==> config.mk <==
export PLATFORM = sky130hd
export DESIGN_NAME = gabs_fifo
export DESIGN_NICKNAME = d
export VERILOG_FILES = /design/src/sv/gabs_fifo.sv
export SDC_FILE = /design/constraint.sdc
export NUM_CORES = 1
export LEC_CHECK = 0
export BUFFER_PORTS_ARGS = -buffer_cell sky130_fd_sc_hd__buf_2
export CAP_MARGIN = 20
export CORE_MARGIN = 2
export CORE_UTILIZATION = 50
export CTS_CLUSTER_SIZE = 30
export DETAILED_ROUTE_END_ITERATION = 8
export PLACE_DENSITY_LB_ADDON = 0.2
export SKIP_CTS_REPAIR_TIMING = 1
export SLEW_MARGIN = 20
export SYNTH_ARGS = -nofsm -noshare
export SYNTH_HDL_FRONTEND = slang
export SYNTH_SLANG_ARGS = --single-unit
==> constraint.sdc <==
create_clock -name clk -period 3.4 [get_ports clk]
set_input_delay 0.68 -clock clk [delete_from_list [all_inputs] [get_ports clk]]
set_output_delay 0.68 -clock clk [all_outputs]
set_load 0.01 [all_outputs]
==> src/sv/gabs_fifo.sv <==
// Two-entry command queue between the front and back parts.
`timescale 1ns / 1ps
module gabs_fifo #(
  parameter int W = 18
) (
  input  logic         clk,
  input  logic         rst_n,
  input  logic         push,
  input  logic [W-1:0] wdata,
  input  logic         pop,
  output logic [W-1:0] rdata,
  output logic         full,
  output logic         empty
);

  logic [W-1:0] mem_r [2];
  logic         wr_ptr_r, wr_ptr_nxt;
  logic         rd_ptr_r, rd_ptr_nxt;
  logic [1:0]   cnt_r, cnt_nxt;

  assign full  = (cnt_r == 2'd2);
  assign empty = (cnt_r == 2'd0);
  assign rdata = mem_r[rd_ptr_r];

  always_comb begin
    wr_ptr_nxt = push ? ~wr_ptr_r : wr_ptr_r;
    rd_ptr_nxt = pop ? ~rd_ptr_r : rd_ptr_r;
    cnt_nxt    = cnt_r + 2'(push) - 2'(pop);
  end

  always_ff @(posedge clk) begin
    if (!rst_n) begin
      wr_ptr_r <= 1'b0;
      rd_ptr_r <= 1'b0;
      cnt_r    <= 2'd0;
    end else begin
      wr_ptr_r <= wr_ptr_nxt;
      rd_ptr_r <= rd_ptr_nxt;
      cnt_r    <= cnt_nxt;
    end
  end

  always_ff @(posedge clk) begin
    if (push) begin
      mem_r[wr_ptr_r] <= wdata;
    end
  end

endmodule

==> run_results.csv <==
group,metric,value,unit
logic_synthesis,syn_area_per_cell,20.5,µm²
logic_synthesis,yosys-top-cells-area,"edfxtp_1 69%, mux2_4 9.5%, dfxtp_1 6.3%",
cts,clock_sinks,41,
route,wl_per_cell,12.8,µm
worst_setup_path,worstSetupPathType,"register to output pin",
sta,worst_pin_slew,0.969,ns
sta,slew_headroom,0.353,
worst_setup_path,crit_path_end_kind,"output pin",
finish,multi_input_area,360,µm²
route,drt_iter0_drc,12,
floorplan,io_pins,42,
floorplan,start_util,0.521,
logic_synthesis,synth_top_area_frac,0.685,
global_routing,track_usage,0.133,
floorplan,die_area,3620,µm²
power_and_ir_drop,p_total,0.968,mW
cts,tritoncts,"built",
route,final_antenna_net_count,0,
power_and_ir_drop,ir_drop,0.000282,V
logic_synthesis,postSynthCellCount,77,
worst_setup_path,critPathMaxStageDelay,0.98,ns
worst_setup_path,cp_slowest_cell,"dfxtp_1",
logic_synthesis,syn_nets,101,
route,wl,2.15,mm
worst_setup_path,critical-path-top-delay-family,"flip-flops",
global_routing,antenna_found_initial,0,
floorplan,die_y,60.2,µm
global_routing,globalRouteOverflowTotal,0,
worst_setup_path,critPathBufInv,1,
logic_synthesis,ys_seq_area_frac,0.749,
logic_synthesis,ys_types,14,
global_routing,grt_pass1_wl,3.25,mm
sta,setup_viol,0,
worst_hold_path,hp-class,"input pin to register",
placed_design,gp_congestion,0.641,
worst_setup_path,r2r_end,"mem_r[0][12]",
worst_setup_path,worstPathRequired,2.72,ns
placed_design,dpl.hpwl,1.42,mm
sta,fin_hold_ws,0.507,ns
worst_setup_path,crit_chain,"mux2_2 > buf_2",
finish,seq_area,1180,µm²
placed_design,io_buffers,41,
cts,cts_buffer_depth,2,
route,dr.pass1.iters,4,
finish,syn_to_final_growth,18.2,%
route,drc_errors,0,
placed_design,postPlaceCellArea,1810,µm²
power_and_ir_drop,power_leakage,0.737,nW
finish,n_fill_cell,232,
sta,skew,0.00978,ns
logic_synthesis,yosysTopAreaCell,"edfxtp_1",
sta,period_share,0.752,
route,route.vias.total,778,
floorplan,fp.dieW,60.2,µm
global_routing,grt_pass1_vias,772,
worst_setup_path,worstReg2RegStart,"wr_ptr_r",
worst_hold_path,hp-start,"wdata[6]",
worst_setup_path,arrival,1.88,ns
finish,fin_util,0.616,
worst_setup_path,reg2reg_depth,1,
cts,cts-htree-levels,2,
finish,nets,147,
sta,fin_crit,2.56,ns
floorplan,core,3030,µm²
worst_hold_path,hold_path_end,"mem_r[1][6]",
sta,drv_slew,0,
sta,rsz0062_at_grt,"no",
floorplan,row_count,20,
logic_synthesis,ys_ff_latch,41,
sta,finalHoldViolations,0,
sta,tns,0,ns
cts,cts_buffers,5,
worst_setup_path,critPathLaunchType,"register",
status,outcome,"finished clean",
cts,path_clk_slew,0.12,ns
finish,layout-drive-gt1-share,0.540,
logic_synthesis,syn_area,1580,µm²
route,drt-vias-per-instance,4.63,
worst_setup_path,worst-r2r-setup-slack,1.96,ns
finish,antennaDiodeCount,0,
power_and_ir_drop,power.density,519,nW/µm²
run,cap_viol_max_count,0,
finish,stdcell_area,1870,µm²
sta,fmax,391,MHz
worst_setup_path,crit_fanout,18,
global_routing,grt_max_degree,20,
worst_hold_path,whs_path_depth,1,
cts,clk_latency,0.35,ns
cts,cts_root_buf,"clkbuf_4",
logic_synthesis,yosysWarningCount,0,
==> cell usage after synthesis <==
| master | count |
|---|---|
| xnor3_1 | 1 |
| buf_6 | 1 |
| xor2_1 | 1 |
| nor2_1 | 1 |
| and2_1 | 4 |
| nor2b_1 | 4 |
| dfxtp_1 | 5 |
| mux2_2 | 8 |
| ha_1 | 2 |
| edfxtp_1 | 36 |
| mux2_4 | 10 |
| buf_12 | 1 |
| inv_1 | 2 |
| o21a_1 | 1 |
==> how the worst max path moves through the flow <==
| stage | start | cells after the start | to | slack, ns |
|---|---|---|---|---|
| global route | register | 2 | rdata[5] | 0.72 |
| floorplan | push | 1 | mem_r[0][0] | 1.44 |
| global placement | register | 2 | rdata[5] | 1.18 |
| finish | register | 2 | rdata[5] | 0.84 |
| detailed placement | register | 2 | rdata[5] | 1.19 |
| CTS | register | 2 | rdata[5] | 0.78 |
==> cells in the final DEF, fill, tap and decap left out, types with 2 or more instances in the layout <==
cell type,instances
ha_1,2
nor2b_1,3
inv_1,2
edfxtp_1,36
dfxtp_1,5
clkinvlp_4,2
and2_1,4
buf_2,41
mux2_2,8
mux2_4,10
clkbuf_4,5
==> per-layer routing <==
metal / part of all wire / GRT usage / vias to the layer above
met5: 0 / 0 / -
met4: 0.022 / 0.0667 / 0
met2: 0.48 / 0.214 / 27
met3: 0.065 / 0.0671 / 5
met1: 0.43 / 0.143 / 364
li1: - / - / 382
==> registers in the layout, indices dropped and copies added, names as in the netlist, named ones only <==
register  count
wr_ptr_r      1
rd_ptr_r      1
cnt_r         2
mem_r        36
==> cell families after synthesis <==
logic type	Yosys count	synth area share
muxes	18	0.152
adders and majority gates	2	0.0159
DFF	41	0.749
buffers and inverters	4	0.0246
xor gates and xnor gates	2	0.0198
AOI/OAI and AO/OA	1	0.00476
and+or+nand+nor	9	0.0341
==> where the power goes <==
group	leakage [nW]	switching, mW	internal [mW]	total [mW]
registers	0.380	0.0198	0.581	0.600
logic	0.333	0.0538	0.0771	0.131
clock network	0.0245	0.156	0.0808	0.237
total	0.737	0.230	0.739	0.968
==> layout make-up <==
cell class,instances,area share
multi-input cells,32,0.193
clock buffers,6,0.0221
inverters,2,0.00402
repair buffers,41,0.110
clock inverters,2,0.00805
well taps,44,0.0295
flip-flops and latches,41,0.633
==> metrics by stage <==
stage,std cells,setup slack [ns]
6_report,168,0.843
5_1_grt,168,0.724
4_1_cts,168,0.783
3_5_place_dp,160,1.19
3_3_place_gp,160,1.18
2_1_floorplan,77,1.44
(Power assumes the default switching activity.)
