==> config.mk <==
export PLATFORM = sky130hd
export DESIGN_NAME = gabs_back
export DESIGN_NICKNAME = d
export VERILOG_FILES = /design/src/sv/gabs_pkg.sv /design/src/sv/gabs_back.sv
export SDC_FILE = /design/constraint.sdc
export NUM_CORES = 1
export LEC_CHECK = 0
export BUFFER_PORTS_ARGS = -buffer_cell sky130_fd_sc_hd__buf_2
export CAP_MARGIN = 5
export CORE_MARGIN = 5
export CORE_UTILIZATION = 25
export CTS_CLUSTER_DIAMETER = 150
export CTS_CLUSTER_SIZE = 28
export DETAILED_ROUTE_END_ITERATION = 16
export GPL_TIMING_DRIVEN = 1
export SYNTH_ARGS = -nofsm -noshare
export SYNTH_HDL_FRONTEND = slang
export SYNTH_SLANG_ARGS = --single-unit
==> constraint.sdc <==
create_clock -name clk -period 6.3 [get_ports clk]
set_input_delay 1.26 -clock clk [delete_from_list [all_inputs] [get_ports clk]]
set_output_delay 1.26 -clock clk [all_outputs]
set_load 0.05 [all_outputs]
==> src/sv/gabs_pkg.sv <==
// Shared types and constants for the Goertzel AFSK bit slicer.
`timescale 1ns / 1ps
package gabs_pkg;

  // Width and fraction of the tone coefficients (Q2.14)
  localparam int COEF_WIDTH  = 16;
  localparam int COEF_FRAC   = 14;
  // Energy operands are cut to this many signed bits
  localparam int ENERGY_BITS = 30;

  // Configuration port
  localparam int CFG_ADDR_W = 4;
  localparam logic [1:0] REG_COEF_MARK  = 2'd0;
  localparam logic [1:0] REG_COEF_SPACE = 2'd1;
  localparam logic [1:0] REG_SPB        = 2'd2;

  localparam logic signed [COEF_WIDTH-1:0] COEF_MARK_RST  = 16'sd31556;
  localparam logic signed [COEF_WIDTH-1:0] COEF_SPACE_RST = 16'sd32083;
  localparam logic [15:0]                  SPB_RST        = 16'd92;

  // "ZCZ" as the three older bytes, "C" as the newest one
  localparam logic [23:0] HDR_HEAD = 24'h5A435A;
  localparam logic [7:0]  HDR_TAIL = 8'h43;

  // Classification of one sample, made by the front part
  typedef struct packed {
    logic clr;   // capture start: clear all state first
    logic dec;   // this sample closes a bit period
  } item_flags_t;

  // Commands from the back sequencer to each tone lane
  typedef struct packed {
    logic clear;
    logic mul;
    logic upd;
    logic en0;
    logic en1;
    logic en2;
    logic en3;
  } tone_ctl_t;

  typedef enum logic [2:0] {
    ST_IDLE,
    ST_MUL,
    ST_ADD,
    ST_EN0,
    ST_EN1,
    ST_EN2,
    ST_EN3,
    ST_DEC
  } back_state_t;

endpackage

==> src/sv/gabs_back.sv <==
// Back part: sequences the tone lanes, decides bits, packs bytes and holds the result word.
`timescale 1ns / 1ps
module gabs_back #(
  parameter int ACC_WIDTH    = 40,
  parameter int SAMPLE_WIDTH = 16,
  localparam int EW   = (ACC_WIDTH > gabs_pkg::ENERGY_BITS) ? gabs_pkg::ENERGY_BITS : ACC_WIDTH,
  localparam int EN_W = 2 * EW + 3
) (
  input  logic                           clk,
  input  logic                           rst_n,
  input  logic                           q_empty,
  input  logic signed [SAMPLE_WIDTH-1:0] q_sample,
  input  gabs_pkg::item_flags_t          q_flags,
  output logic                           q_pop,
  output gabs_pkg::tone_ctl_t            ctl,
  output logic signed [SAMPLE_WIDTH-1:0] x,
  input  logic signed [EN_W-1:0]         mark_energy,
  input  logic signed [EN_W-1:0]         space_energy,
  output logic                           out_valid,
  input  logic                           out_ready,
  output logic                           out_bit,
  output logic [7:0]                     out_byte,
  output logic                           out_done,
  output logic                           out_found
);

  gabs_pkg::back_state_t state_r, state_nxt;

  logic signed [SAMPLE_WIDTH-1:0] x_r;
  logic                           dec_r;
  logic                           out_valid_r, out_valid_nxt;
  logic                           out_bit_r, out_done_r, out_found_r;
  logic [7:0]                     out_byte_r;
  logic [2:0]                     bit_pos_r;
  logic [7:0]                     byte_shift_r;
  logic [23:0]                    recent_r;
  logic                           seen_r;

  logic       out_free, out_load, cap_clear;
  logic       bit_dec, done_dec, found_dec;
  logic [7:0] shifted;

  assign x         = x_r;
  assign out_valid = out_valid_r;
  assign out_bit   = out_bit_r;
  assign out_byte  = out_byte_r;
  assign out_done  = out_done_r;
  assign out_found = out_found_r;
  assign out_free  = !out_valid_r || out_ready;

  // next state
  always_comb begin
    state_nxt = state_r;
    case (state_r)
      gabs_pkg::ST_IDLE: begin
        if (!q_empty) state_nxt = gabs_pkg::ST_MUL;
      end
      gabs_pkg::ST_MUL: state_nxt = gabs_pkg::ST_ADD;
      gabs_pkg::ST_ADD: begin
        if (dec_r) begin
          state_nxt = gabs_pkg::ST_EN0;
        end else if (!q_empty) begin
          state_nxt = gabs_pkg::ST_MUL;
        end else begin
          state_nxt = gabs_pkg::ST_IDLE;
        end
      end
      gabs_pkg::ST_EN0: state_nxt = gabs_pkg::ST_EN1;
      gabs_pkg::ST_EN1: state_nxt = gabs_pkg::ST_EN2;
      gabs_pkg::ST_EN2: state_nxt = gabs_pkg::ST_EN3;
      gabs_pkg::ST_EN3: state_nxt = gabs_pkg::ST_DEC;
      gabs_pkg::ST_DEC: begin
        if (out_free) state_nxt = gabs_pkg::ST_IDLE;
      end
      default: state_nxt = gabs_pkg::ST_IDLE;
    endcase
  end

  // outputs of the sequencer
  always_comb begin
    q_pop    = 1'b0;
    out_load = 1'b0;
    ctl      = '0;
    case (state_r)
      gabs_pkg::ST_IDLE: q_pop = !q_empty;
      gabs_pkg::ST_MUL:  ctl.mul = 1'b1;
      gabs_pkg::ST_ADD: begin
        ctl.upd = 1'b1;
        q_pop   = !dec_r && !q_empty;
      end
      gabs_pkg::ST_EN0: ctl.en0 = 1'b1;
      gabs_pkg::ST_EN1: ctl.en1 = 1'b1;
      gabs_pkg::ST_EN2: ctl.en2 = 1'b1;
      gabs_pkg::ST_EN3: ctl.en3 = 1'b1;
      gabs_pkg::ST_DEC: out_load = out_free;
      default: begin
        q_pop    = 1'b0;
        out_load = 1'b0;
      end
    endcase
    cap_clear = q_pop && q_flags.clr;
    // a capture start overrides the update of the sample before it
    ctl.clear = cap_clear || out_load;
  end

  // bit decision and byte framing
  always_comb begin
    bit_dec   = (mark_energy > space_energy);
    shifted   = byte_shift_r | (8'(bit_dec) << bit_pos_r);
    done_dec  = (bit_pos_r == 3'd7);
    found_dec = done_dec && !seen_r && (recent_r == gabs_pkg::HDR_HEAD) &&
                (shifted == gabs_pkg::HDR_TAIL);
    if (out_load) begin
      out_valid_nxt = 1'b1;
    end else if (out_ready) begin
      out_valid_nxt = 1'b0;
    end else begin
      out_valid_nxt = out_valid_r;
    end
  end

  always_ff @(posedge clk) begin
    if (!rst_n) begin
      state_r      <= gabs_pkg::ST_IDLE;
      out_valid_r  <= 1'b0;
      bit_pos_r    <= 3'd0;
      byte_shift_r <= 8'd0;
      recent_r     <= 24'd0;
      seen_r       <= 1'b0;
    end else begin
      state_r     <= state_nxt;
      out_valid_r <= out_valid_nxt;
      if (cap_clear) begin
        bit_pos_r    <= 3'd0;
        byte_shift_r <= 8'd0;
        recent_r     <= 24'd0;
        seen_r       <= 1'b0;
      end else if (out_load) begin
        bit_pos_r <= bit_pos_r + 3'd1;
        if (done_dec) begin
          byte_shift_r <= 8'd0;
          recent_r     <= {recent_r[15:0], shifted};
          if (found_dec) seen_r <= 1'b1;
        end else begin
          byte_shift_r <= shifted;
        end
      end
    end
  end

  always_ff @(posedge clk) begin
    if (q_pop) begin
      x_r   <= q_sample;
      dec_r <= q_flags.dec;
    end
    if (out_load) begin
      out_bit_r   <= bit_dec;
      out_byte_r  <= done_dec ? shifted : 8'd0;
      out_done_r  <= done_dec;
      out_found_r <= found_dec;
    end
  end

endmodule

==> out/summary.md <==
The final critical delay including setup and external delays is 3.79 ns, and the weighted congestion reported at the end of routability-driven placement is 0.802. Clock-pin slew was measured on the worst setup and hold paths at 0.06 ns. The part of the Yosys area used for sequential elements was 0.368. Once detail routing completed, the nets flagged for antenna violations numbered 0. The run gives 4 as the first-pass detailed-route iteration total. The root buffer cell chosen for the clock tree is sky130_fd_sc_hd__clkbuf_16. The worst slew margin relative to its limit came out at 0.414. The share of the synthesized netlist area taken by xor and xnor gates is 0.00196.

By area the synthesized netlist is led by sky130_fd_sc_hd__edfxtp_1 19%, sky130_fd_sc_hd__ha_1 18%, sky130_fd_sc_hd__dfxtp_1 18%. The area fraction in compound gates after synthesis was 0.163; the simple-gate share of the synthesized area was 0.206. Of all nets on the critical path, the largest fanout is 8. Setup slack on the critical path of the routed design comes to 2.51 ns. Routed length per instance: 13.4 um. For the worst flop-to-flop path, the logic depth is 8. The logs give 17400 um2 for the area of the core and 0 for the total of endpoints with negative setup slack in the final report. The repair_antennas step left the layout with diodes totalling 0.

The critical path's slowest cell was sky130_fd_sc_hd__or4_4. Max-cap violations in this run came to 0. After filler insertion, the fill cell instance count of the layout stands at 1848.

After the first detailed-routing iteration, the DRC count stood at 176. IR analysis of the VDD net gives a maximum drop of 0.127 mV. The maximum number of pins on one net before global-route repair is 27, and the number of port buffers is 183. The number of warnings reported in the yosys synthesis log was 0.

In this run the most critical hold path is launched from recent_r[19]. The total die area came out at 20600 um2. The run gives 4268 as the routed via count.

The tools report the critical path data required time as 6.48 ns. Traced cell by cell, the critical path runs through buf_2 -> ha_1 -> a21oi_1 -> o21ai_0 -> a221oi_1 -> nor3_2 -> or4_4 -> nor3_1 -> or2_1 -> a41oi_1 -> nor2_1. The critical path in this run is classified as in -> reg.

Post-route DRC violation count: 0. The number of CTS-inserted buffers was 9. Between clock sinks in the finished design, the worst skew comes to 0.00270 ns. Floorplan row count: 48. For this design, the sink count on the clock tree is 68. Setup repair after global routing left no endpoint under its margin.

For this design the ratio of total power to cell area is 212 nW/um2. The area share of the largest cell type after synthesis came out at 0.188. For the sum of overflow across all layers after global routing, the log shows 0.

The tools report the number of hold violations in the final report as 0. The logs give 1.27 mW for the overall power consumption and 517 for the cell count after synthesis. The run gives 0.344 as the final standard cell utilization of the core. For this run, the leading register cell type out of synthesis is sky130_fd_sc_hd__dfxtp_1. The tools report the number of max-slew violations in the final report as 0. After synthesis the netlist holds a flip-flop and latch count of 68. The floorplan step set the die height to 144 um. The total routing usage reported by global routing was 0.115; the transition time at the pin with the least slew margin was 0.876 ns. In the layout the commonest cells are 183 x sky130_fd_sc_hd__buf_2, 75 x sky130_fd_sc_hd__inv_1, 65 x sky130_fd_sc_hd__ha_1. The post-synthesis to final-layout area growth works out to 34.3%. The multiplexer fraction of the synthesized cell area was 0.00224. The worst setup path is captured at a flip-flop. The ratio of cells with drive above 1 in the final layout is 0.300.

By area, the combinational part of the netlist is dominated by simple AND/OR/NAND/NOR gates. The logs give 2.18 ns for the post-placement setup slack and 10400 um for the half-perimeter wire length after detailed placement. The flow ran to the end, and the final reports show no timing, DRC or antenna violations.

The via count of the first global-routing pass came out at 4107. The worst hold path was traced through 2 stages. The post-route fraction of the period consumed by the critical path was 0.602. For the final net count, the log shows 914. The min-delay analysis places its worst path in the category reg -> reg. The largest stage delay on the critical path works out to 0.54 ns. The setup TNS came out at 0 ns. The logs give 0.256 for the starting density of the core and 3 for the number of H-tree levels. The first global-routing pass estimated 19400 um of wire. Net count after synthesis: 730.

Summed over all cells, the static leakage comes to 2.87 nW. The worst setup path is launched from a primary input. The run gives 0 as the initial antenna violation count. The adder-cell area share of the yosys netlist is 0.182, and the source-to-sink clock delay at the later pin of the worst-skew pair is 0.32 ns. The number of different library cells in the post-synthesis netlist was 55; the buffer count from post-CTS setup fixing was 0. The mean post-synth cell area is 8.63 um2. The share of async-settable or async-resettable flops after synthesis is 0, and the worst endpoint data arrival time is 3.97 ns. In this run the register-to-register setup slack is 3.38 ns. The number of enable flip-flop cells after synthesis works out to 28.

The largest total area in the synthesized netlist belongs to sky130_fd_sc_hd__edfxtp_1. TritonCTS built the clock tree. In this run the critical register-to-register path is captured at seen_r. Using the TritonRoute via totals, the vias-per-cell ratio works out to 4.58.

Leaving out fill and tap cells, the most frequent cell in the layout is sky130_fd_sc_hd__buf_2. The cell area after technology mapping is 4460 um2. The launching point of the worst reg2reg path is bit_pos_r[0]. Static timing analysis puts the maximum clock frequency at 0.264 GHz. From left edge to right edge, the die measures 144 um. The clock passes through at most 2 buffers. The routed design has 12400 um of wire. The count of hold-fix buffers inserted at cts is 0, and the number of gates resized after cts is 0. For this design the top-level I/O count stands at 184.

The path with the worst hold slack has its endpoint at recent_r[19].
-- power by group --
group / leakage, nW / internal [mW] / total, mW / switching [mW]
sequential: 0.600 / 0.469 / 0.476 / 0.00647
combinational: 2.11 / 0.0886 / 0.219 / 0.130
clock: 0.166 / 0.389 / 0.577 / 0.189
-- how the worst max path moves through the flow --
stage,endpoint,depth (start not counted),startpoint,slack (ns)
global route,out_byte[2],12,space_energy[58],2.13
detailed placement,out_byte[5],11,mark_energy[22],2.18
global placement,out_byte[3],11,mark_energy[22],2.18
CTS,out_byte[2],11,mark_energy[22],2.51
finish,out_byte[3],11,mark_energy[22],2.51
floorplan,ctl[6],3,q_empty,1.07
-- metal layers --
layer,vias to the layer above,GRT usage,share of wire
met1,1928,0.151,0.45
met5,-,0,0
li1,2222,-,-
met4,0,0.0322,0.013
met2,104,0.196,0.48
met3,14,0.0170,0.050
-- stage by stage --
step,instances,cell area (um2),hold slack [ns]
6_report,931,5990,0.467
5_1_grt,931,5990,0.488
4_1_cts,931,5990,0.468
3_5_place_dp,915,5650,0.460
3_3_place_gp,915,5650,0.455
2_1_floorplan,517,4470,0.440
-- critical path, delay by kind of cell --
kind / cells / cell delay, ns
simple gates: 5 / 1.36
compound gates: 4 / 0.91
fa+ha+maj: 1 / 0.32
buf+inv: 1 / 0.10
-- kinds of logic after synthesis --
kind of cell | Yosys count
and+or+nand+nor | 177
AOI/OAI and AO/OA | 115
buffers and inverters | 90
DFF | 68
adders and majority gates | 65
xor gates and xnor gates | 1
muxes | 1
-- state kept, by name, indices dropped and copies added (netlist names) --
| register | cells |
|---|---|
| bit_pos_r | 3 |
| byte_shift_r | 8 |
| dec_r | 1 |
| out_bit | 1 |
| out_byte | 8 |
| out_done | 1 |
| out_found | 1 |
| out_valid | 1 |
| recent_r | 24 |
| seen_r | 1 |
| state_r | 3 |
| x | 16 |
-- cells in the mapped netlist (3+ instances only) --
cell type	number
sky130_fd_sc_hd__nor4_1	3
sky130_fd_sc_hd__nor4b_1	8
sky130_fd_sc_hd__nor2_1	29
sky130_fd_sc_hd__nand3_1	13
sky130_fd_sc_hd__clkbuf_1	11
sky130_fd_sc_hd__a211oi_1	5
sky130_fd_sc_hd__nor3_1	17
sky130_fd_sc_hd__nor3b_1	4
sky130_fd_sc_hd__dfxtp_1	40
sky130_fd_sc_hd__nor4bb_1	4
sky130_fd_sc_hd__ha_1	65
sky130_fd_sc_hd__nand4_1	20
sky130_fd_sc_hd__inv_1	75
sky130_fd_sc_hd__a21oi_1	55
sky130_fd_sc_hd__o21a_1	3
sky130_fd_sc_hd__a41oi_1	7
sky130_fd_sc_hd__o21ai_0	22
sky130_fd_sc_hd__nand2_1	62
sky130_fd_sc_hd__edfxtp_1	28
-- cell type report --
type	instances	area [um2]	share of cell area
inverters	77	289	0.0482
clock buffers	9	225	0.0376
flip-flops and latches	68	1640	0.274
clock inverters	7	124	0.0207
repair buffers	186	938	0.157
multi-input cells	359	2490	0.416
well taps	225	282	0.0470
(Power assumes the default switching activity.)
