### src/sv/gabs_pkg.sv
// Shared types and constants for the Goertzel AFSK bit slicer.
`timescale 1ns / 1ps
package gabs_pkg;

  // Width and fraction of the tone coefficients (Q2.14)
  localparam int COEF_WIDTH  = 16;
  localparam int COEF_FRAC   = 14;
  // Energy operands are cut to this many signed bits
  localparam int ENERGY_BITS = 30;

  // Configuration port
  localparam int CFG_ADDR_W = 4;
  localparam logic [1:0] REG_COEF_MARK  = 2'd0;
  localparam logic [1:0] REG_COEF_SPACE = 2'd1;
  localparam logic [1:0] REG_SPB        = 2'd2;

  localparam logic signed [COEF_WIDTH-1:0] COEF_MARK_RST  = 16'sd31556;
  localparam logic signed [COEF_WIDTH-1:0] COEF_SPACE_RST = 16'sd32083;
  localparam logic [15:0]                  SPB_RST        = 16'd92;

  // "ZCZ" as the three older bytes, "C" as the newest one
  localparam logic [23:0] HDR_HEAD = 24'h5A435A;
  localparam logic [7:0]  HDR_TAIL = 8'h43;

  // Classification of one sample, made by the front part
  typedef struct packed {
    logic clr;   // capture start: clear all state first
    logic dec;   // this sample closes a bit period
  } item_flags_t;

  // Commands from the back sequencer to each tone lane
  typedef struct packed {
    logic clear;
    logic mul;
    logic upd;
    logic en0;
    logic en1;
    logic en2;
    logic en3;
  } tone_ctl_t;

  typedef enum logic [2:0] {
    ST_IDLE,
    ST_MUL,
    ST_ADD,
    ST_EN0,
    ST_EN1,
    ST_EN2,
    ST_EN3,
    ST_DEC
  } back_state_t;

endpackage

### src/sv/gabs_front.sv
// Front part: accepts samples, counts the bit period and classifies each sample.
`timescale 1ns / 1ps
module gabs_front #(
  parameter int SAMPLE_WIDTH = 16
) (
  input  logic                           clk,
  input  logic                           rst_n,
  input  logic                           in_valid,
  output logic                           in_ready,
  input  logic signed [SAMPLE_WIDTH-1:0] in_sample,
  input  logic                           in_clr,
  input  logic [15:0]                    spb,
  input  logic                           q_full,
  output logic                           push,
  output logic signed [SAMPLE_WIDTH-1:0] push_sample,
  output gabs_pkg::item_flags_t          push_flags
);

  logic [15:0] phase_r, phase_nxt;
  logic [15:0] phase_base;
  logic [16:0] phase_inc;
  logic [15:0] spb_eff;
  logic        closes;

  assign in_ready    = !q_full;
  assign push        = in_valid && !q_full;
  assign push_sample = in_sample;

  always_comb begin
    // a capture start restarts the count before this sample is counted
    phase_base = in_clr ? 16'd0 : phase_r;
    phase_inc  = {1'b0, phase_base} + 17'd1;
    spb_eff    = (spb == 16'd0) ? 16'd1 : spb;
    closes     = (phase_inc >= {1'b0, spb_eff});
    push_flags.clr = in_clr;
    push_flags.dec = closes;
    if (push) begin
      phase_nxt = closes ? 16'd0 : phase_inc[15:0];
    end else begin
      phase_nxt = phase_r;
    end
  end

  always_ff @(posedge clk) begin
    if (!rst_n) begin
      phase_r <= 16'd0;
    end else begin
      phase_r <= phase_nxt;
    end
  end

endmodule

### config.mk
export PLATFORM = sky130hd
export DESIGN_NAME = gabs_front
export DESIGN_NICKNAME = d
export VERILOG_FILES = /design/src/sv/gabs_pkg.sv /design/src/sv/gabs_front.sv
export SDC_FILE = /design/constraint.sdc
export NUM_CORES = 1
export LEC_CHECK = 0
export BUFFER_PORTS_ARGS = -buffer_cell sky130_fd_sc_hd__buf_2
export CELL_PAD_IN_SITES_DETAIL_PLACEMENT = 0
export CELL_PAD_IN_SITES_GLOBAL_PLACEMENT = 1
export CORE_AREA = 4 4 78 80
export CTS_CLUSTER_DIAMETER = 30
export DETAILED_ROUTE_END_ITERATION = 8
export DIE_AREA = 0 0 82 84
export GPL_TIMING_DRIVEN = 0
export PLACE_DENSITY = 0.73
export SLEW_MARGIN = 25
export SYNTH_ARGS = -nofsm -noshare
export SYNTH_HDL_FRONTEND = slang
export SYNTH_SLANG_ARGS = --single-unit
export TNS_END_PERCENT = 50
### constraint.sdc
create_clock -name clk -period 4.5 [get_ports clk]
set_input_delay 1.125 -clock clk [delete_from_list [all_inputs] [get_ports clk]]
set_output_delay 1.125 -clock clk [all_outputs]
set_load 0.02 [all_outputs]
==> metrics.md, run 1 <==
| Metric | Value |
|---|---|
| Min cycle time layout | `4.94 ns` |
| Setup violations, final | `1` |
| Via count | `1667` |
| Worst Setup Start Kind | `input pin` |
| Final core utilization | `40.6%` |
| CTS tree | `built` |
| Post-synth top area share | `19.1%` |
| Avg Vias per Cell | `4.83` |
| Share of cells above drive strength 1 | `35.9%` |
| Library cells used by synthesis | `40` |
| Dpl ws | `-0.934 ns` |
| CP Class | `input pin to output port` |
| Largest stage delay, worst path | `0.44 ns` |
| Failing checks | `setup timing` |
| ANT nets after route | `0` |
| Row count | `27` |
| PortBufs | `40` |
| Arrival time at the worst endpoint | `3.82 ns` |
| Comb pwr share | `24.4%` |
| Die extent in x | `82 um` |
| Power density cells | `154 mW/mm^2` |
| Hold-fix buffers, CTS | `0` |
| Crit path max-delay family | `simple AND/OR/NAND/NOR gates` |
| N_diodes | `0` |
| Switch share | `28.9%` |
| Vias in the first global route | `1543` |
| Die footprint | `0.00689 sq mm` |
| Routed wire length | `4800 um` |
| DRC errors left | `0` |
| Starting Density | `31.0%` |
| Largest net degree at the start of global routing | `11` |
| Syn nets | `275` |
| P_sw | `0.0000976 W` |
| Fill cells | `569` |
| Iter 0 DRT Violations | `61` |
| Hold Vio Cnt, Final | `0` |
| Critical-path cell list | `buf_8 -> buf_6 -> buf_8 -> nor2b_4 -> ha_4 -> nand4_1 -> or3_4 -> a21oi_4 -> ha_4 -> nand4_1 -> nor3_2 -> o31ai_2 -> a41o_1 -> and2_4 -> nand2_2 -> buf_6` |
| Post-Synthesis Cells | `221` |
| Met3 Use GR | `1.84%` |
| Clock share of power | `33.2%` |
| Reg power frac | `42.4%` |
| GR Util met1 | `19.2%` |
| Fin Clk Skew | `0.00375 ns` |
| Largest Register | `phase_r` |
| Initial antenna violation count | `0` |
| Outcome | `finished with violations` |
| MaxCap Viol Count | `0` |
| Max Root-Sink Buffers | `2` |
| Pins Over Slew Limit | `0` |
| P_int | `0.000240 W` |
| Largest registers | `phase_r x16` |
| Post-synthesis register bit count | `16` |
| Worst EP required | `3.38 ns` |
| Clock slew at the register clock pins of the worst setup and hold paths | `0.06 ns` |
| Slowest cell on the critical path | `or3_4` |
| Synth area leader | `dfxtp_1` |
| Total of warnings raised by yosys | `0` |
| GRT Util Overall | `13.9%` |
| RSZ-0062 raised after global routing | `true` |
| Ratio of final minimum period to clock period | `110%` |
| First-pass iteration count of the detailed router | `4` |
| Synth area leaders | `dfxtp_1 (19%), ha_1 (13%), buf_4 (8.1%)` |
| H-tree Lvls | `1` |
| Post-DP HPWL | `3730 um` |
| Sink Count | `16` |
| Congestion Overflow GR | `0` |
| Final Wtd Congestion | `0.808` |
| Area Growth Syn to Fin | `30.9%` |
| GRT busiest layer | `met2` |
| Core region area | `0.00541 sq mm` |
| Mean Syn Cell Area | `7.59 sq um` |
| Critical path peak fanout | `5` |
| Least-Margin Pin Slew | `0.510 ns` |
| Die extent in y | `84 um` |
| Crit end category | `output port` |
| Seq/Total Area, Yosys | `19.1%` |
| Total CTS buffers | `3` |
| Min setup slack post-route | `-0.444 ns` |
| Commonest non-fill, non-tap cells in the layout | `buf_2 (39), buf_4 (27), nand2_1 (21), nor2_1 (20), inv_1 (18)` |
| Commonest non-fill, non-tap cell in the layout | `buf_2` |
| Peak supply drop | `0.0000713 V` |
| CP bufs+invs | `4` |
| Leakage | `0.994 nW` |
| IO Pins | `57` |
| Synth Cell Area | `0.00168 sq mm` |
| Root Buffer | `clkbuf_8` |
| Routed len/inst | `13.9 um` |
| Slew HR | `66.0%` |
| First-pass GRT wire length | `7470 um` |
| Nets | `329` |
| Clock latency on the worst-skew pair | `0.26 ns` |
| Maximum operating frequency | `0.202 GHz` |
| Met2 Use GR | `21.5%` |
| Number of flip-flops in the largest register | `16` |
| HP Class | `flop to flop` |
final cells by class:
class	count	area (sq um)	share of cell area, %
Tap cell	72	90.1	4.10
Inverter	19	71.3	3.25
Clock buffer	3	41.3	1.88
Buffer	24	186	8.49
Multi-Input combinational cell	161	1200	54.4
Sequential cell	16	320	14.6
Timing Repair Buffer	50	292	13.3
final timing paths:
check / startpoint / end / slack (ns) / depth (start not counted)
worst max-delay path: in_clr / push_flags[0] / -0.44 / 16
worst min-delay path: phase_r[14]$_SDFFE_PN0P_ / phase_r[14]$_SDFFE_PN0P_ / 0.51 / 2
worst max register to register: phase_r[5]$_SDFFE_PN0P_ / phase_r[7]$_SDFFE_PN0P_ / 1.26 / 14
worst min register to register: phase_r[14]$_SDFFE_PN0P_ / phase_r[14]$_SDFFE_PN0P_ / 0.51 / 2
worst register-to-register path, cell delays in order, from the launching register on:
cell	delay [ns]
dfxtp_1	0.48
nand4_4	0.17
nor4_4	0.43
nor3b_2	0.27
xnor2_1	0.16
nor2_2	0.07
ha_1	0.29
nand3_1	0.14
nor3_2	0.24
nand2_1	0.08
a41o_1	0.27
buf_4	0.14
buf_2	0.18
nand4_1	0.12
a21boi_0	0.09
kinds of logic (layout without fill, tap and decap cells):
group	Yosys count	in the layout	synth area share (%)
simple gates	101	101	32.6
buf+inv	44	96	15.6
compound gates	30	30	13.3
xor+xnor	13	13	6.79
fa+ha+maj	17	17	12.7
flops	16	16	19.1
routing by layer:
layer	routed length [um]	vias to the layer above
li1	-	868
met1	2110	711
met2	2080	75
met3	467	13
met4	145	0
met5	0	-
synth_stat cells:
cell type	count
and4b_1	1
o21ai_0	4
a32o_1	4
nand2b_1	1
nand4_4	1
nor4_1	3
and3_1	2
and2_1	3
xnor2_1	9
nor2b_1	3
or3_1	1
a211oi_1	1
and3_2	1
nor2_1	22
and4_4	1
inv_1	18
or2b_4	1
nor4_4	1
a21o_1	1
nand3_1	12
a21oi_1	5
nand2_1	22
a21boi_0	8
dlygate4sd1_1	1
clkinv_1	1
nand4b_1	1
xor2_1	4
a41o_1	4
clkbuf_1	2
ha_1	17
o211ai_1	1
buf_6	3
nor2_2	1
dfxtp_1	16
nand4_1	12
nor3_1	11
buf_2	1
o31ai_1	2
buf_4	18
nor3b_2	1
stage by stage:
step                TNS [ns]  hold WS, ns  std cells  instance area [sq um]  total power, W
finish                -0.444        0.511        345                   2200        0.000338
global route          -0.581        0.542        345                   2200        0.000354
CTS                   -0.483        0.495        343                   2110        0.000340
detailed placement    -0.934        0.486        333                   1980        0.000223
global placement      -0.938        0.488        333                   1980        0.000223
floorplan             -0.110        0.467        221                   1690        0.000196
power groups by stage:
stage,registers (W),clock network [W],logic (W)
detailed placement,0.000146,0,0.0000768
global placement,0.000147,0,0.0000765
floorplan,0.000146,0,0.0000496
finish,0.000143,0.000112,0.0000825
CTS,0.000143,0.000115,0.0000812
global route,0.000143,0.000120,0.0000910
what timing repair did:
item                       in CTS  in global routing
pin swaps                       7                  6
gates resized for setup        11                 12
buffers inserted                8                  2
setup endpoints to repair       1                  1
(Power assumes the default switching activity.)
==> run 2: changes to the inputs <==
--- a/config.mk
+++ b/config.mk
@@ -5,15 +5,16 @@
 export SDC_FILE = /design/constraint.sdc
 export NUM_CORES = 1
 export LEC_CHECK = 0
+export ABC_AREA = 1
 export BUFFER_PORTS_ARGS = -buffer_cell sky130_fd_sc_hd__buf_2
 export CELL_PAD_IN_SITES_DETAIL_PLACEMENT = 0
 export CELL_PAD_IN_SITES_GLOBAL_PLACEMENT = 1
-export CORE_AREA = 4 4 78 80
+export CORE_AREA = 4 4 84 86
 export CTS_CLUSTER_DIAMETER = 30
 export DETAILED_ROUTE_END_ITERATION = 8
-export DIE_AREA = 0 0 82 84
+export DIE_AREA = 0 0 88 90
 export GPL_TIMING_DRIVEN = 0
-export PLACE_DENSITY = 0.73
+export PLACE_DENSITY_LB_ADDON = 0.1
 export SLEW_MARGIN = 25
 export SYNTH_ARGS = -nofsm -noshare
 export SYNTH_HDL_FRONTEND = slang
==> run 2 against run 1 <==
Effect of this change: the flow now finishes without violations; synthesized cell count increased by 38%; clock skew decreased by 0.0024 ns; count of clock-buffer cells in the layout increased by 1; sequential share of layout area decreased by 3.6 points; synthesized area increased by 22%; critical endpoint unchanged; worst setup slack improved by 0.45 ns; highest routed layer unchanged; sequential power about the same; power increased by 11%; clock power increased by 19%.
==> metrics.md, run 2 <==
| Metric | Value |
|---|---|
| Row count | `29` |
| Commonest non-fill, non-tap cell in the layout | `nand2_1` |
| Routed len/inst | `13.6 um` |
| IO Pins | `57` |
| Synth area leaders | `dfxtp_1 (16%), nand2_1 (12%), ha_1 (10%)` |
| Outcome | `finished clean` |
| Syn nets | `360` |
| Largest Register | `phase_r` |
| P_sw | `0.000111 W` |
| Fraction of registers with async set/reset | `0%` |
| Core region area | `0.00628 sq mm` |
| Total Power Consumption | `0.000375 W` |
| DRC errors left | `0` |
| Crit end category | `output port` |
| RSZ-0062 raised after global routing | `true` |
| Routed wire length | `6160 um` |
| CTS tree | `built` |
| N_diodes | `0` |
| Clock slew at the register clock pins of the worst setup and hold paths | `0.07 ns` |
| Starting Density | `32.6%` |
| Reg power frac | `38.1%` |
| CP Class | `input pin to output port` |
| Setup violations, final | `0` |
| HP Class | `flop to flop` |
| Least-Margin Pin Slew | `0.713 ns` |
| Synth Cell Area | `0.00205 sq mm` |
| Top-count cell post-synth | `nand2_1` |
| Die footprint | `0.00792 sq mm` |
| Post-synthesis register bit count | `16` |
| Fin Clk Skew | `0.00131 ns` |
| Post-DP HPWL | `4510 um` |
| Die extent in x | `88 um` |
| Post-synth top area share | `15.6%` |
| Min cycle time layout | `4.49 ns` |
| Final core utilization | `46.6%` |
| Leakage | `1.42 nW` |
| PortBufs | `39` |
| Clock share of power | `35.5%` |
| Top_reg_cell synth | `dfxtp_1` |
| Max Root-Sink Buffers | `2` |
| Largest registers | `phase_r x16` |
| Seq/Total Area, Yosys | `15.6%` |
| H-tree Lvls | `1` |
| Die extent in y | `90 um` |
| Total of warnings raised by yosys | `0` |
| Peak supply drop | `0.0000922 V` |
| ANT nets after route | `0` |
| Iter 0 DRT Violations | `59` |
| Final Wtd Congestion | `0.804` |
| Post-synth EDFFs | `0` |
| First-pass iteration count of the detailed router | `4` |
| Synth top cells by count | `nand2_1 (63), inv_1 (52), nor2_1 (23)` |
| GRT Util Overall | `15.6%` |
| Commonest non-fill, non-tap cells in the layout | `nand2_1 (52), inv_1 (48), buf_4 (42), buf_2 (38), nor2_1 (18)` |
| Total CTS buffers | `3` |
| Synth area leader | `dfxtp_1` |
| Vias in the first global route | `1971` |
| Maximum operating frequency | `0.223 GHz` |
| Critical path peak fanout | `7` |
| Avg Vias per Cell | `4.63` |
| Share of cells above drive strength 1 | `46.8%` |
| Arrival time at the worst endpoint | `3.36 ns` |
| Clock latency on the worst-skew pair | `0.25 ns` |
| First-pass GRT wire length | `9870 um` |
| Slew HR | `52.5%` |
| Worst EP required | `3.38 ns` |
| Pins Over Slew Limit | `0` |
| Largest net degree at the start of global routing | `11` |
| Number of flip-flops in the largest register | `16` |
| Mean Syn Cell Area | `6.70 sq um` |
| Switch share | `29.7%` |
| Hold Vio Cnt, Final | `0` |
| Worst Setup Start Kind | `input pin` |
| Root Buffer | `clkbuf_8` |
| Area Growth Syn to Fin | `42.8%` |
| Sink Count | `16` |
| Comb pwr share | `26.3%` |
| Ratio of final minimum period to clock period | `99.8%` |
| Power density cells | `128 mW/mm^2` |
| Nets | `429` |
| MaxCap Viol Count | `0` |
| Library cells used by synthesis | `32` |
| P_int | `0.000263 W` |
| Via count | `2090` |
| Initial antenna violation count | `0` |
| Post-Synthesis Cells | `306` |
| Hold-fix buffers, CTS | `0` |
| Congestion Overflow GR | `0` |
-- run 2: cells by family after synthesis --
group | synth area share (%)
simple gates | 41.3
compound gates | 10.1
flops | 15.6
xor+xnor | 1.71
fa+ha+maj | 10.4
buf+inv | 20.9
-- run 2: through the flow --
stage | hold WS [ns] | cell area, sq um | TNS, ns | setup slack, ns | std cells
floorplan | 0.445 | 2080 | 0 | 0.0147 | 306
global placement | 0.462 | 2380 | -0.580 | -0.580 | 422
detailed placement | 0.457 | 2380 | -0.557 | -0.557 | 422
CTS | 0.480 | 2750 | -0.0520 | -0.0520 | 442
global route | 0.494 | 2930 | -0.111 | -0.111 | 451
finish | 0.482 | 2930 | 0 | 0.0103 | 451
-- run 2: path summary, 6_finish.rpt --
| check | start | endpoint | slack [ns] | cells after the start |
|---|---|---|---|---|
| worst max-delay path | in_clr | push_flags[0] | 0.01 | 19 |
| worst min-delay path | phase_r[12]$_SDFFE_PN0P_ | phase_r[12]$_SDFFE_PN0P_ | 0.48 | 2 |
| worst max register to register | phase_r[2]$_SDFFE_PN0P_ | phase_r[10]$_SDFFE_PN0P_ | 1.47 | 20 |
| worst min register to register | phase_r[12]$_SDFFE_PN0P_ | phase_r[12]$_SDFFE_PN0P_ | 0.48 | 2 |
-- run 2: timing repair --
action	in CTS	in global routing
setup endpoints to repair	1	1
hold endpoints to repair	0	0
pin swaps	26	28
setup buffers	17	10
cloned	1	0
gates resized for setup	38	24
-- run 2: power groups by stage --
stage	sequential (W)	combinational (W)	clock, W
after floorplan	0.000146	0.0000540	0
after global placement	0.000146	0.0000820	0
after detailed placement	0.000146	0.0000819	0
after CTS	0.000143	0.0000943	0.000137
after global routing	0.000143	0.000107	0.000144
final	0.000143	0.0000987	0.000133
-- run 2: routing by layer --
metal | vias to the layer above | global-route usage (%) | wire, um
met3 | 4 | 1.74 | 279
met4 | 0 | 2.69 | 76
li1 | 1094 | - | -
met2 | 51 | 25.8 | 2910
met1 | 941 | 22.0 | 2890
met5 | - | 0 | 0
-- run 2: layout make-up --
cell class	instances	area, sq um
timing repair buffer	67	439
tap	77	96.3
sequential	16	320
buffer	24	201
fill	636	3350
multi-input combinational	208	1600
clock buffer	4	55.1
inverter	55	219
-- run 2: worst max-delay path: stages --
cell and delay, ns:
buf_16 0.13, clkinv_8 0.07, buf_12 0.14, nand2_8 0.06, nor2_4 0.10, nand2_4 0.07
nor2_4 0.18, buf_6 0.13, nand4_1 0.10, nand2_2 0.12, inv_2 0.05, ha_4 0.26
nand4_1 0.07, nor4_1 0.22, nand2_1 0.09, o21a_1 0.18, buf_6 0.13, nand2_4 0.05
buf_6 0.11
==> run 3: changes to the inputs <==
--- a/config.mk
+++ b/config.mk
@@ -9,10 +9,10 @@
 export BUFFER_PORTS_ARGS = -buffer_cell sky130_fd_sc_hd__buf_2
 export CELL_PAD_IN_SITES_DETAIL_PLACEMENT = 0
 export CELL_PAD_IN_SITES_GLOBAL_PLACEMENT = 1
-export CORE_AREA = 4 4 84 86
+export CORE_AREA = 2 2 82 84
 export CTS_CLUSTER_DIAMETER = 30
 export DETAILED_ROUTE_END_ITERATION = 8
-export DIE_AREA = 0 0 88 90
+export DIE_AREA = 0 0 84 86
 export GPL_TIMING_DRIVEN = 0
 export PLACE_DENSITY_LB_ADDON = 0.1
 export SLEW_MARGIN = 25
==> run 3 against run 2 <==
Effect of this change: register-to-register slack better by 0.08 ns; fmax is 2.0% higher; count of clock-buffer cells in the layout is 1 lower; sequential share of layout area is 0.34 points higher; first-iteration DRC count is 27% higher; final cell count is 1.1% lower; cell area is 3.0% lower; largest cell class unchanged.
==> metrics.md, run 3 (synthesis results as in run 2) <==
| Metric | Value |
|---|---|
| Hold Path Sink | `phase_r[12]$_SDFFE_PN0P_` |
| Iter 0 DRT Violations | `75` |
| Starting Density | `32.6%` |
| Outcome | `finished clean` |
| Critical-path cell list | `buf_12 -> clkinv_8 -> buf_12 -> nand2_8 -> nor2_4 -> nand2_2 -> nor2_4 -> xor2_2 -> inv_1 -> ha_1 -> nand2_2 -> nor2_4 -> nand3b_1 -> nand3_1 -> nand2_1 -> nand2_1 -> nand2_1 -> nand2_2 -> nand2_4 -> nand2_4 -> buf_6` |
| Setup violations, final | `0` |
| IO Pins | `57` |
| Nets | `425` |
| Internal reg-to-reg setup slack | `1.55 ns` |
| CP Class | `input pin to output port` |
| Leakage | `1.34 nW` |
| P_sw | `0.000109 W` |
| Min cycle time layout | `4.40 ns` |
| Initial antenna violation count | `0` |
| DRC errors left | `0` |
| RSZ-0062 raised after global routing | `true` |
| First-pass iteration count of the detailed router | `4` |
| WHS | `0.479 ns` |
| Clock share of power | `32.1%` |
| Worst Setup Start Kind | `input pin` |
| Routed len/inst | `13.3 um` |
| Switch share | `30.6%` |
| Commonest non-fill, non-tap cell in the layout | `nand2_1` |
| Hold_sp | `phase_r[12]$_SDFFE_PN0P_` |
| Row count | `29` |
| Total CTS buffers | `3` |
| Post-DP HPWL | `4430 um` |
| Largest registers | `phase_r x16` |
| Share of cells above drive strength 1 | `46.3%` |
| Clock slew at the register clock pins of the worst setup and hold paths | `0.07 ns` |
| Arrival time at the worst endpoint | `3.28 ns` |
| Vias in the first global route | `2023` |
| PortBufs | `39` |
| Clock latency on the worst-skew pair | `0.25 ns` |
| Die extent in y | `86 um` |
| Reg2reg path depth | `18` |
| Comb pwr share | `27.7%` |
| Max Root-Sink Buffers | `2` |
| Hold-fix buffers, CTS | `0` |
| R2R Path End | `phase_r[10]$_SDFFE_PN0P_` |
| Fill cells | `673` |
| H-tree Lvls | `1` |
| Peak supply drop | `0.0000780 V` |
| Commonest non-fill, non-tap cells in the layout | `nand2_1 (49), inv_1 (47), buf_4 (38), buf_2 (38), nor2_1 (18)` |
| Die footprint | `0.00722 sq mm` |
| MaxCap Viol Count | `0` |
| Final Wtd Congestion | `0.779` |
| Total Power Consumption | `0.000355 W` |
| P_int | `0.000247 W` |
| Maximum operating frequency | `0.227 GHz` |
| First-pass GRT wire length | `9670 um` |
| Slowest cell on the critical path | `ha_1` |
| Area Growth Syn to Fin | `38.5%` |
| Reg power frac | `40.3%` |
| ANT nets after route | `0` |
| HP Class | `flop to flop` |
| Slew HR | `53.7%` |
| Hold Vio Cnt, Final | `0` |
| GRT Util Overall | `16.7%` |
| Routed wire length | `5930 um` |
| Via count | `2058` |
| N_diodes | `0` |
| Critical path peak fanout | `8` |
| Hold Path Stages | `2` |
| Fin Clk Skew | `0.00414 ns` |
| Avg Vias per Cell | `4.61` |
| R2r startpoint | `phase_r[2]$_SDFFE_PN0P_` |
| Largest stage delay, worst path | `0.28 ns` |
| Root Buffer | `clkbuf_8` |
| Largest Register | `phase_r` |
| Crit end category | `output port` |
| Least-Margin Pin Slew | `0.695 ns` |
| Die extent in x | `84 um` |
| Core region area | `0.00628 sq mm` |
| Non-Filler Instances | `446` |
| Worst EP required | `3.38 ns` |
| Sink Count | `16` |
| Placed cells | `422` |
| Pins Over Slew Limit | `0` |
| Ratio of final minimum period to clock period | `97.8%` |
| Largest net degree at the start of global routing | `11` |
| Congestion Overflow GR | `0` |
| CTS tree | `built` |
| Power density cells | `125 mW/mm^2` |
| Number of flip-flops in the largest register | `16` |
## run 3: cell count changes in the layout (fill, tap and decap cells not counted), moves of 2 or more
cell,change
nand2_2,+4
buf_12,+2
nor3_4,-2
buf_16,-2
nand2_1,-3
nor4_2,+2
buf_4,-4
## run 3: area by class of cell
cell class                 count  area (sq um)  share of cell area, %
inverter                      55           221                   7.80
sequential                    16           320                   11.3
timing repair buffer          64           434                   15.3
buffer                        23           183                   6.43
clock buffer                   3          41.3                   1.45
tap                           77          96.3                   3.39
multi-input combinational    208          1540                   54.3
## run 3: through the flow
step | setup slack [ns] | TNS (ns) | cell area (sq um) | util [%]
floorplan | 0.0147 | 0 | 2080 | -
global placement | -0.576 | -0.576 | 2380 | 37.9
detailed placement | -0.592 | -0.592 | 2380 | 37.9
CTS | -0.0470 | -0.0470 | 2770 | 44.2
global route | -0.0448 | -0.0448 | 2840 | 45.2
finish | 0.0975 | 0 | 2840 | 45.2
## run 3: routing by layer
| metal | wire, um | vias up | GRT usage [%] |
|---|---|---|---|
| li1 | - | 1086 | - |
| met1 | 2820 | 908 | 21.5 |
| met2 | 2720 | 50 | 29.3 |
| met3 | 248 | 14 | 1.92 |
| met4 | 141 | 0 | 4.99 |
| met5 | 0 | - | 0 |
## run 3: timing repair
action / in CTS / in global routing
buffers inserted: 21 / 3
gates cloned: 1 / 0
pin swaps: 24 / 26
gates resized for setup: 36 / 21
setup endpoints to repair: 1 / 1
## run 3: power groups by stage
stage,sequential [W],clock [W],combinational [W]
3_3_place_gp,0.000146,0,0.0000816
5_1_grt,0.000143,0.000126,0.000107
6_report,0.000143,0.000114,0.0000983
2_1_floorplan,0.000146,0,0.0000540
4_1_cts,0.000143,0.000120,0.0000971
3_5_place_dp,0.000146,0,0.0000816
## run 3: worst max-delay path by stage
| stage | slack, ns | to | from |
|---|---|---|---|
| final | 0.1 | push_flags[0] | in_clr |
| after floorplan | 0.01 | push_flags[0] | in_clr |
| after detailed placement | -0.59 | push_flags[0] | in_clr |
| after CTS | -0.05 | push_flags[0] | in_clr |
| after global placement | -0.58 | push_flags[0] | in_clr |
| after global routing | -0.04 | push_flags[0] | in_clr |
## run 3: critical path, delay by kind of cell
family / cells / cell delay [ns]
AND/OR/NAND/NOR: 14 / 1.15
buffers and inverters: 5 / 0.49
XOR/XNOR: 1 / 0.20
adder cells (fa/ha/maj): 1 / 0.28
